## src/mrba_pkg.sv

```systemverilog
`timescale 1ns / 1ps

package mrba_pkg;

    localparam logic [1:0] CMD_LOAD  = 2'd0;
    localparam logic [1:0] CMD_ALLOC = 2'd1;
    localparam logic [1:0] CMD_FREE  = 2'd2;

    localparam logic [2:0] STAT_OK        = 3'd0;
    localparam logic [2:0] STAT_ZERO_SIZE = 3'd1;
    localparam logic [2:0] STAT_NO_SPACE  = 3'd2;
    localparam logic [2:0] STAT_NOT_FOUND = 3'd3;
    localparam logic [2:0] STAT_NOT_LAST  = 3'd4;

    typedef struct packed {
        logic [1:0]  command;
        logic [3:0]  entry_index;
        logic [31:0] region_start;
        logic [31:0] region_end;
        logic [31:0] alloc_size;
        logic [31:0] free_address;
    } t_in_item;

    typedef struct packed {
        logic [31:0] result_address;
        logic [2:0]  status;
    } t_out_item;

    // operation travelling down the row of cells
    typedef struct packed {
        logic        valid;
        logic [1:0]  cmd;
        logic [3:0]  entry_index;
        logic [31:0] opa;    // start, size or free address
        logic [31:0] opb;    // end of a loaded region
        logic        found;
        logic        exact;
        logic [31:0] addr;
    } t_token;

endpackage

```

## src/mrba_cell.sv

```systemverilog
`timescale 1ns / 1ps

module mrba_cell
    import mrba_pkg::*;
#(
    parameter int MAX_REGIONS = 16,
    parameter int CELL_IDX    = 0,
    parameter int IW          = 4
) (
    input  logic          i_clk,
    input  logic          i_rst_n,
    input  logic [4:0]    i_count,
    input  logic [IW-1:0] i_cur,
    input  t_token        i_tok,
    input  logic [IW-1:0] i_hit,
    output t_token        o_tok,
    output logic [IW-1:0] o_hit
);

    logic [31:0]   r_start, r_end, r_ptr;
    logic [31:0]   n_start, n_end, n_ptr;
    t_token        r_tok, n_tok;
    logic [IW-1:0] r_hit, n_hit;
    logic [31:0]   w_room;
    logic          w_live;

    always_comb begin
        w_room  = (r_end > r_ptr) ? (r_end - r_ptr) : 32'd0;
        w_live  = (CELL_IDX < int'(i_count)) && (CELL_IDX < MAX_REGIONS);
        n_tok   = i_tok;
        n_hit   = i_hit;
        n_start = r_start;
        n_end   = r_end;
        n_ptr   = r_ptr;
        if (i_tok.valid) begin
            case (i_tok.cmd)
                CMD_LOAD: begin
                    if (int'(i_tok.entry_index) == CELL_IDX) begin
                        n_start = i_tok.opa;
                        n_end   = i_tok.opb;
                        n_ptr   = i_tok.opa;
                    end
                end
                CMD_ALLOC: begin
                    if (!i_tok.found && w_live && (int'(i_cur) <= CELL_IDX)
                        && (i_tok.opa <= w_room)) begin
                        n_tok.found = 1'b1;
                        n_tok.exact = (i_tok.opa == w_room);
                        n_tok.addr  = r_ptr;
                        n_ptr       = r_ptr + i_tok.opa;
                        n_hit       = IW'(CELL_IDX);
                    end
                end
                CMD_FREE: begin
                    if (w_live) begin
                        if (i_tok.found) begin
                            n_ptr = r_start;
                        end else if ((i_tok.opa >= r_start) && (i_tok.opa < r_end)) begin
                            n_tok.found = 1'b1;
                            n_ptr       = i_tok.opa;
                            n_hit       = IW'(CELL_IDX);
                        end
                    end
                end
                default: begin
                end
            endcase
        end
    end

    always_ff @(posedge i_clk) begin
        r_start <= n_start;
        r_end   <= n_end;
        r_ptr   <= n_ptr;
        r_hit   <= n_hit;
        if (!i_rst_n) begin
            r_tok <= '0;
        end else begin
            r_tok <= n_tok;
        end
    end

    assign o_tok = r_tok;
    assign o_hit = r_hit;

endmodule

```

## config.mk

```make
export PLATFORM = sky130hd
export DESIGN_NAME = mrba_cell
export DESIGN_NICKNAME = d
export VERILOG_FILES = /design/src/mrba_pkg.sv /design/src/mrba_cell.sv
export SDC_FILE = /design/constraint.sdc
export NUM_CORES = 1
export LEC_CHECK = 0
export BUFFER_PORTS_ARGS = -buffer_cell sky130_fd_sc_hd__clkbuf_2
export CAP_MARGIN = 20
export CORE_MARGIN = 4
export CORE_UTILIZATION = 46
export CTS_BUF_LIST = sky130_fd_sc_hd__clkbuf_4 sky130_fd_sc_hd__clkbuf_8 sky130_fd_sc_hd__clkbuf_16
export DETAILED_ROUTE_END_ITERATION = 10
export GPL_TIMING_DRIVEN = 0
export PLACE_DENSITY = 0.67
export SYNTH_ARGS = -nofsm -noshare
export SYNTH_HDL_FRONTEND = slang
export SYNTH_SLANG_ARGS = --single-unit
```

## constraint.sdc

```tcl
create_clock -name i_clk -period 21.8 [get_ports i_clk]
set_input_delay 2.18 -clock i_clk [delete_from_list [all_inputs] [get_ports i_clk]]
set_output_delay 2.18 -clock i_clk [all_outputs]
set_load 0.02 [all_outputs]
```

Word-level counts from Yosys, hierarchy flattened
Index checks and enable logic that the tools add are counted.
Word-level totals
  register bits: 205
  input port bits: 120
  output and inout port bits: 109
  word-level logic and storage cells: 57
Operators by class
  add/sub/neg operators: 2
  $lt $le $gt $ge: 6
  equal/unequal tests: 7
  multiplexer cells: 20
  reductions and logical operators: 10
Operator list (count)
  2-to-1 mux 32 bit: 6
  case mux 32 bit (3 select lines): 1
  2-to-1 mux 34 bit: 2
  2-to-1 mux 33 bit: 1
  adder 32 bit: 1
  equality test 32 bit: 1
  >= comparator 32 bit: 1
  greater-than comparator 32 bit: 1
  <= comparator 32 bit: 1
  less-than comparator 32 bit: 1
  subtractor 32 bit: 1
  2-to-1 mux 4 bit: 5
  case mux 4 bit (2 select lines): 1
  inequality test 2 bit (second input constant): 3
  AND reduction 6 bit: 1
  less-than comparator 1 x 5 -> 1 bit (first input constant): 1
  <= comparator 4 x 1 -> 1 bit (second input constant): 1
  logical AND 1 bit: 4
  logical NOT 4 bit: 1
  2-to-1 mux 1 bit: 3
  inequality test 3 bit (second input constant): 1
  AND reduction 3 bit: 1
  nonzero test 3 bit: 1
  equality test 2 x 1 -> 1 bit (second input constant): 1
  other kinds (4): 4

Depth between registers and ports, before layout
Gate-level depths: netlist of the first run.
  depth in word-level cells: 7
  depth in mapped cells: 24

Worst setup path before layout of the first run
OpenSTA, ideal clock, no wires.
  path kind: input to register
  start: input port i_tok[102] in the netlist's numbering
  end: register r_ptr[0], enable pin
  data arrival time: 10011 ps
  data required time: 21359 ps
  path slack: 11348 ps
  cell stages on the path: 6
  path buffers: 0
  path through: inv_1 -> ha_1 -> or4b_2 -> nor3b_1 -> o22ai_1 -> a31oi_1
Between the ends
  longest elaborated chain between the ends: 3
  elaborated cells on any way between the ends: 9
Ends and longest elaborated chain
  from (decl): RTL line mrba_cell.sv:14  | input t_token i_tok,
  equality test 2 bit (tied with other cells): RTL line mrba_cell.sv:36  | case (i_tok.cmd)
  inequality test 3 bit (no source line) (tied with other cells)
  AND reduction 6 bit (no source line) *
  to (signal assigned): RTL line mrba_cell.sv:74  | r_ptr <= n_ptr;
  to (decl): RTL line mrba_cell.sv:20  | logic [31:0] r_start, r_end, r_ptr;
Mark *: on every way between the ends. The rest lies on a longest branch, timed or not.
A chain may end at the register's enable or synchronous reset.

Final worst setup path of the first run
  start: register r_ptr[0]
  end: register r_ptr[1], enable pin
Between the ends
  longest elaborated chain between the ends: 6
  elaborated cells on any way between the ends: 7
Ends and longest elaborated chain
  subtractor 32 bit or greater-than comparator 32 bit (tied branches): RTL line mrba_cell.sv:28  | w_room = (r_end > r_ptr) ? (r_end - r_ptr) : 32'd0;
  2-to-1 mux 32 bit *: RTL line mrba_cell.sv:28
  <= comparator 32 bit *: RTL line mrba_cell.sv:46  | && (i_tok.opa <= w_room)) begin
  logical AND 1 bit *: RTL line mrba_cell.sv:46
  inequality test 2 bit (no source line) *
  AND reduction 6 bit (no source line) *
Marks and branches as above.

==> results of run 1 <==
through the flow:
| step | util (%) | instances | total power, mW |
|---|---|---|---|
| 4_1_cts | 55.8 | 2040 | 1.04 |
| 5_1_grt | 55.8 | 2040 | 1.08 |
| 3_3_place_gp | 52.5 | 1991 | 0.625 |
| 3_5_place_dp | 52.9 | 1998 | 0.628 |
| 6_report | 55.8 | 2040 | 1.03 |
| 2_1_floorplan | - | 1386 | 0.558 |
power by group:
group | internal [mW] | total (mW) | switching [mW]
Clock | 0.251 | 0.407 | 0.156
Sequential | 0.419 | 0.428 | 0.00810
Combinational | 0.0760 | 0.195 | 0.119
Total | 0.746 | 1.03 | 0.283
cells in the mapped netlist (3+ instances only):
cell | number | share of area [%]
o21bai_1 | 6 | 0.35
a221o_1 | 4 | 0.31
nor4_1 | 3 | 0.14
nor3_1 | 13 | 0.50
nand4_1 | 22 | 1.1
and4_1 | 4 | 0.27
o21ai_1 | 4 | 0.15
xnor2_1 | 27 | 1.8
a31oi_1 | 12 | 0.58
edfxtp_1 | 96 | 22
and2_1 | 75 | 3.6
o21a_1 | 13 | 0.75
o21ai_0 | 87 | 3.3
buf_2 | 4 | 0.15
o31ai_1 | 5 | 0.29
nand2b_1 | 15 | 0.72
dfxtp_1 | 109 | 17
nor2b_1 | 52 | 2.5
mux2i_1 | 36 | 2.8
nor2_1 | 43 | 1.2
o211ai_1 | 12 | 0.69
or4_1 | 3 | 0.17
a21o_1 | 51 | 2.9
nand3_1 | 17 | 0.65
ha_1 | 161 | 15
inv_1 | 148 | 4.3
a211oi_1 | 9 | 0.52
and3_1 | 5 | 0.24
xor2_1 | 25 | 1.7
a2111oi_0 | 5 | 0.34
a32oi_1 | 3 | 0.20
o22ai_1 | 7 | 0.34
a22oi_1 | 11 | 0.63
nand2_1 | 118 | 3.4
clkbuf_1 | 34 | 0.98
buf_4 | 3 | 0.17
o221ai_1 | 13 | 0.87
a21oi_1 | 79 | 3.0
a211o_1 | 5 | 0.34
registers in the layout, summed over array words and instances (netlist names):
register and cells:
o_tok 105, r_end 32, r_start 32, o_hit 4, r_ptr 32
area by class of cell:
type,count,area share [%]
multi-input cells,990,46.5
flip-flops and latches,205,32.6
repair buffers,234,7.94
clock buffers,31,4.28
inverters,148,3.57
well taps,378,3.04
plain buffers,43,1.14
clock inverters,11,0.917
worst max-delay path: stages (launching register included):
cell	delay, ps
edfxtp_1	500
ha_1	240
inv_1	80
fa_1	200
a21o_1	180
a31o_1	200
a21oi_1	90
o21bai_1	290
a41oi_2	230
o31ai_2	390
a31o_2	310
buf_2	250
nand2_1	100
ha_1	300
a21o_1	190
a21o_1	170
a21oi_1	260
o211a_1	200
a211oi_1	70
a2111oi_1	1000
o22ai_1	290
a31oi_4	630
buf_16	240
how the worst min path moves through the flow:
stage	endpoint	slack, ps
5_1_grt	o_tok[31]	610
3_3_place_gp	o_tok[31]	530
6_report	o_tok[31]	570
3_5_place_dp	o_tok[31]	570
2_1_floorplan	o_tok[31]	500
4_1_cts	o_tok[31]	580
logic make-up after synthesis:
family / count (synthesis) / share of synthesized area, %
AOI/OAI and AO/OA: 353 / 17.8
xor gates and xnor gates: 52 / 3.50
adders and majority gates: 163 / 15.8
buffers and inverters: 191 / 5.63
DFF: 205 / 38.9
muxes: 39 / 3.03
and+or+nand+nor: 383 / 15.3
routing by layer:
layer	vias up	part of all wire, %	global-route usage [%]
li1	5472	-	-
met1	5122	46	36.2
met2	429	43	38.5
met3	46	9.0	3.98
met4	0	2.0	6.11
met5	-	0	0
==> reports/metrics.csv, run 1 <==
metric,value,unit
die_h,176,µm
setup_tns,0,ps
routabilityCongestion,0.935,
fin_ws,15070,ps
vdd_ir_drop_max,0.0532,mV
dp_slack,15290,ps
worstRegToRegCells,22,
clk_root_buffer_cell,clkbuf_16,
gr-usage-all-layers,24.8,%
drt-wirelength-per-cell,19.4,µm
yosysSeqAreaShare,38.9,%
fin_skew,12.7,ps
grt_pass1_vias,10900,
firstDrtPassIters,5,
synth-seq-cells,205,
cts_hold_buffers,0,
reg2reg_slack,15070,ps
rows,61,
critPathLaunch,r_ptr[0],
maxSlewHeadroom,25.6,%
clk_path_buf_depth,3,
min_period,6730,ps
area_growth,19.5,%
timing.rr.end,r_ptr[1],
drv_cap,0,
clk_latency,520,ps
final_common_cell,clkbuf_2,
worstPathRequired,22020,ps
fin_crit_sh,30.9,%
dp_hpwl,31900,µm
grt_pass1_wl,60300,µm
worstMarginPinSlew,1110,ps
portBuffers,227,
num_io_pins,229,
mostFrequentLayoutCells,"clkbuf_2, ha_1, inv_1, nand2_1, dfxtp_1",
cp_max_fo,17,
stdcell_area,15600,µm²
rsz0062_at_grt,false,
start_kind,flip-flop,
seqCellArea,5060,µm²
dpl-instance-area,14700,µm²
ys_warn_count,0,
coreArea,27900,µm²
wl,39600,µm
drive_gt1_share,18.2,%
overflow,0,
synth_fp_nets,1669,
status,"complete, no violations",
synth_cells,1386,
grt_antenna_before_repair,1,
grt_max_degree,18,
vias,11100,
fp.dieArea,31000,µm²
drt_iter0_drc,848,
route.detailed.drc,0,
finalSetupViolations,0,
syn_area,13000,µm²
synth_cell_types,76,
multi_input_area,7240,µm²
max_freq,149,MHz
clock_sinks,205,
pwr_density_cell,66.2,nW/µm²
initial_core_util,46.7,%
holdWs,573,ps
viasPerCell,5.43,
reg2reg_from,r_ptr[0],
postRouteAntennaNets,0,
worstSetupPathType,flip-flop to flip-flop,
crit_path_end_kind,flip-flop,
cp_data_arrival_time,6950,ps
numCtsBuffers,23,
num_antenna_cells,0,
post_cts_buffers,0,
final.fill_count,2505,
ys.flop_type,dfxtp_1,
power.static_leakage,7.45,nW
async_reset_ff_share,0,%
syn_avg_cell_area,9.39,µm²
clk_pin_slew_worst_paths,60,ps
cts_tree,built,
timing.final.max_slew_violations,0,
min_from,r_ptr[31],
synth_edf_count,96,
cts-resized-gates,0,
hold_path_class,flip-flop to flip-flop,
crit_end,r_ptr[1],
die_x,176,µm
final_nets,1928,
htreeDepth,1,
timing.final.hold_violations,0,
hold_depth,2,
Note: power is estimated with default switching activity, not from simulation.
==> run 2, diff against run 1 <==
==> constraint.sdc (replaced) <==
create_clock -name i_clk -period 6.5 [get_ports i_clk]
set_input_delay 0.65 -clock i_clk [delete_from_list [all_inputs] [get_ports i_clk]]
set_output_delay 0.65 -clock i_clk [all_outputs]
set_load 0.02 [all_outputs]
==> run 2 against run 1 <==
Net effect:
- first-iteration DRC count is 5.7% lower
- worst hold slack worse by 260 ps
- clock skew is 3.7 ps higher
- register-to-register slack worse by 15000 ps
- largest power group unchanged
==> reports/metrics.csv, run 2 (synthesis gave the netlist of run 1 again) <==
metric,value,unit,change
min_period,6120,ps,-609 ps
dp_hpwl,32100,µm,+0.71%
clk_latency,530,ps,about the same
initial_core_util,46.7,%,unchanged
vias,11100,,+0.29%
clk_root_buffer_cell,clkbuf_16,,
worstRegToRegCells,21,,-4.5%
htreeDepth,1,,unchanged
worstPathCellList,ha_1 -> inv_1 -> fa_1 -> a21o_1 -> a31o_1 -> a21oi_1 -> o21bai_1 -> a41oi_2 -> o31ai_2 -> a31o_2 -> or3b_1 -> ha_1 -> a21o_1 -> a21o_1 -> a21oi_1 -> o21a_1 -> o221ai_1 -> a2111oi_2 -> o22ai_1 -> a31oi_4 -> buf_16,,
cp_data_arrival_time,6350,ps,-600 ps
rsz0062_at_grt,false,,
timing.rr.end,r_ptr[4],,
grt_max_degree,18,,unchanged
mostFrequentLayoutCells,"clkbuf_2, ha_1, inv_1, nand2_1, dfxtp_1",,
power_switching,975,µW,+240%
reg2reg_slack,380,ps,-14690 ps
postRouteAntennaNets,0,,unchanged
worstSetupPathType,flip-flop to flip-flop,,
final_common_cell,clkbuf_2,,
drt-wirelength-per-cell,19.6,µm,+1.1%
final_nets,1931,,+0.16%
portBuffers,227,,unchanged
slowest_delay,750,ps,-250 ps
die_h,176,µm,unchanged
gr-usage-all-layers,25.3,%,+0.53 points
clk_path_buf_depth,3,,unchanged
maxSlewHeadroom,31.4,%,+5.7 points
crit_path_end_kind,flip-flop,,
status,"complete, no violations",,
drt_iter0_drc,800,,-5.7%
worstPathRequired,6730,ps,-15290 ps
cp_max_fo,17,,unchanged
firstDrtPassIters,7,,+2
grt_pass1_vias,10900,,+0.67%
vdd_ir_drop_max,0.199,mV,+270%
min_to,r_end[1],,
cp_slowest_cell,a2111oi_2,,
numCtsBuffers,25,,+8.7%
finalSetupViolations,0,,unchanged
dpl.cell_count,1996,,-0.10%
clk_pin_slew_worst_paths,60,ps,about the same
die_x,176,µm,unchanged
clock_sinks,205,,unchanged
num_antenna_cells,0,,unchanged
drive_gt1_share,18.4,%,+0.27 points
overflow,0,,unchanged
hold_depth,1,,-1
largest_reg_flops,105,,unchanged
num_io_pins,229,,unchanged
timing.final.hold_violations,0,,unchanged
power.static_leakage,7.47,nW,+0.27%
min_from,i_tok[35],,
fin_crit_sh,94.2,%,+63 points
grt_pass1_wl,61300,µm,+1.7%
viasPerCell,5.43,,+0.14%
max_freq,163,MHz,+9.9%
timing.final.max_slew_violations,0,,unchanged
clockPowerShare,38.7,%,-0.8 points
worstMarginPinSlew,1030,ps,-83.3 ps
fp.dieArea,31000,µm²,unchanged
p_seq_share,42.0,%,+0.5 points
cts_hold_buffers,0,,unchanged
final.fill_count,2538,,+1.3%
cts_tree,built,,
wl,40000,µm,+1.2%
routabilityCongestion,0.935,,about the same
hold_path_class,primary input to flip-flop,,
fin_skew,16.5,ps,+3.75 ps
coreArea,27900,µm²,unchanged
critPathLaunch,r_ptr[0],,
area_growth,19.9,%,
drv_cap,0,,unchanged
reg2reg_from,r_ptr[0],,
rows,61,,unchanged
grt_antenna_before_repair,1,,unchanged
setup_tns,0,ps,unchanged
switching_share,28.6,%,+1.1 points
pwr_density_cell,219,nW/µm²,+230%
stdcell_count,2043,,+0.15%
route.detailed.drc,0,,unchanged
p_comb_share,19.3,%,+0.3 points
cpMostUsedCell,a21o_1,,
start_kind,flip-flop,,
internal_power,2.44,mW,+230%
[run 2: cell types whose count changed in the layout (fill, tap and decap cells not counted), sizes merged]
cell / previous run / this run
buf: 16 / 17
bufinv: 3 / 0
clkbuf: 292 / 294
clkinv: 6 / 10
inv: 150 / 149
[run 2: worst max-delay path, delay by kind of cell (launching register included)]
family | cells | cell delay, ps
flip-flops | 1 | 500
adder cells (fa/ha/maj) | 3 | 750
AND/OR/NAND/NOR | 1 | 400
buffers and inverters | 2 | 290
AO/OA/AOI/OAI | 15 | 3870
[run 2: layout make-up]
class	count	area (µm²)	area share, %
tap	378	473	3.03
clock buffer	33	717	4.59
multi-input combinational	990	7250	46.5
sequential	205	5060	32.5
buffer	43	178	1.14
timing repair buffer	235	1300	8.31
clock inverter	11	68.8	0.441
inverter	148	556	3.56
[run 2: metrics by stage]
stage                     hold WS [ps]  area (µm²)  util (%)  setup WS [ps]  total power, mW
final                              315       15600      56.0            379             3.41
after global placement             529       14600      52.5          -1890             2.10
after floorplan                    501       13000         -            227             1.87
after global routing               298       15600      56.0           94.0             3.58
after CTS                          293       15600      55.9           75.2             3.43
after detailed placement           532       14800      53.0          -83.4             2.11
[run 2: power groups by stage]
stage,combinational [mW],clock (mW),sequential [mW]
after floorplan,0.374,0,1.50
after global placement,0.636,0,1.46
after detailed placement,0.648,0,1.46
after CTS,0.653,1.35,1.43
after global routing,0.731,1.41,1.44
final,0.659,1.32,1.43
[run 2: per-layer routing]
layer  GRT usage, %  vias to the layer above  share of wire [%]
met5              0                        -                  0
met4           6.37                        0                2.3
met3           3.28                       51                8.2
met2           38.7                      415                 42
met1           38.0                     5175                 47
li1               -                     5460                  -
[run 2: what timing repair did]
action	CTS	global route
buffers inserted	0	3
pin swaps	0	0
gates cloned	0	0
setup endpoints to repair	32	36
resized for setup	1	1
[run 2: how the worst max path moves through the flow]
stage          cells past startpoint   endpoint  slack, ps
2_1_floorplan                     20   r_ptr[0]        230
3_3_place_gp                      21   r_ptr[4]      -1890
3_5_place_dp                      21   r_ptr[4]        -80
4_1_cts                           22  r_ptr[18]         80
5_1_grt                           22   o_hit[2]         90
6_report                          21   r_ptr[4]        380
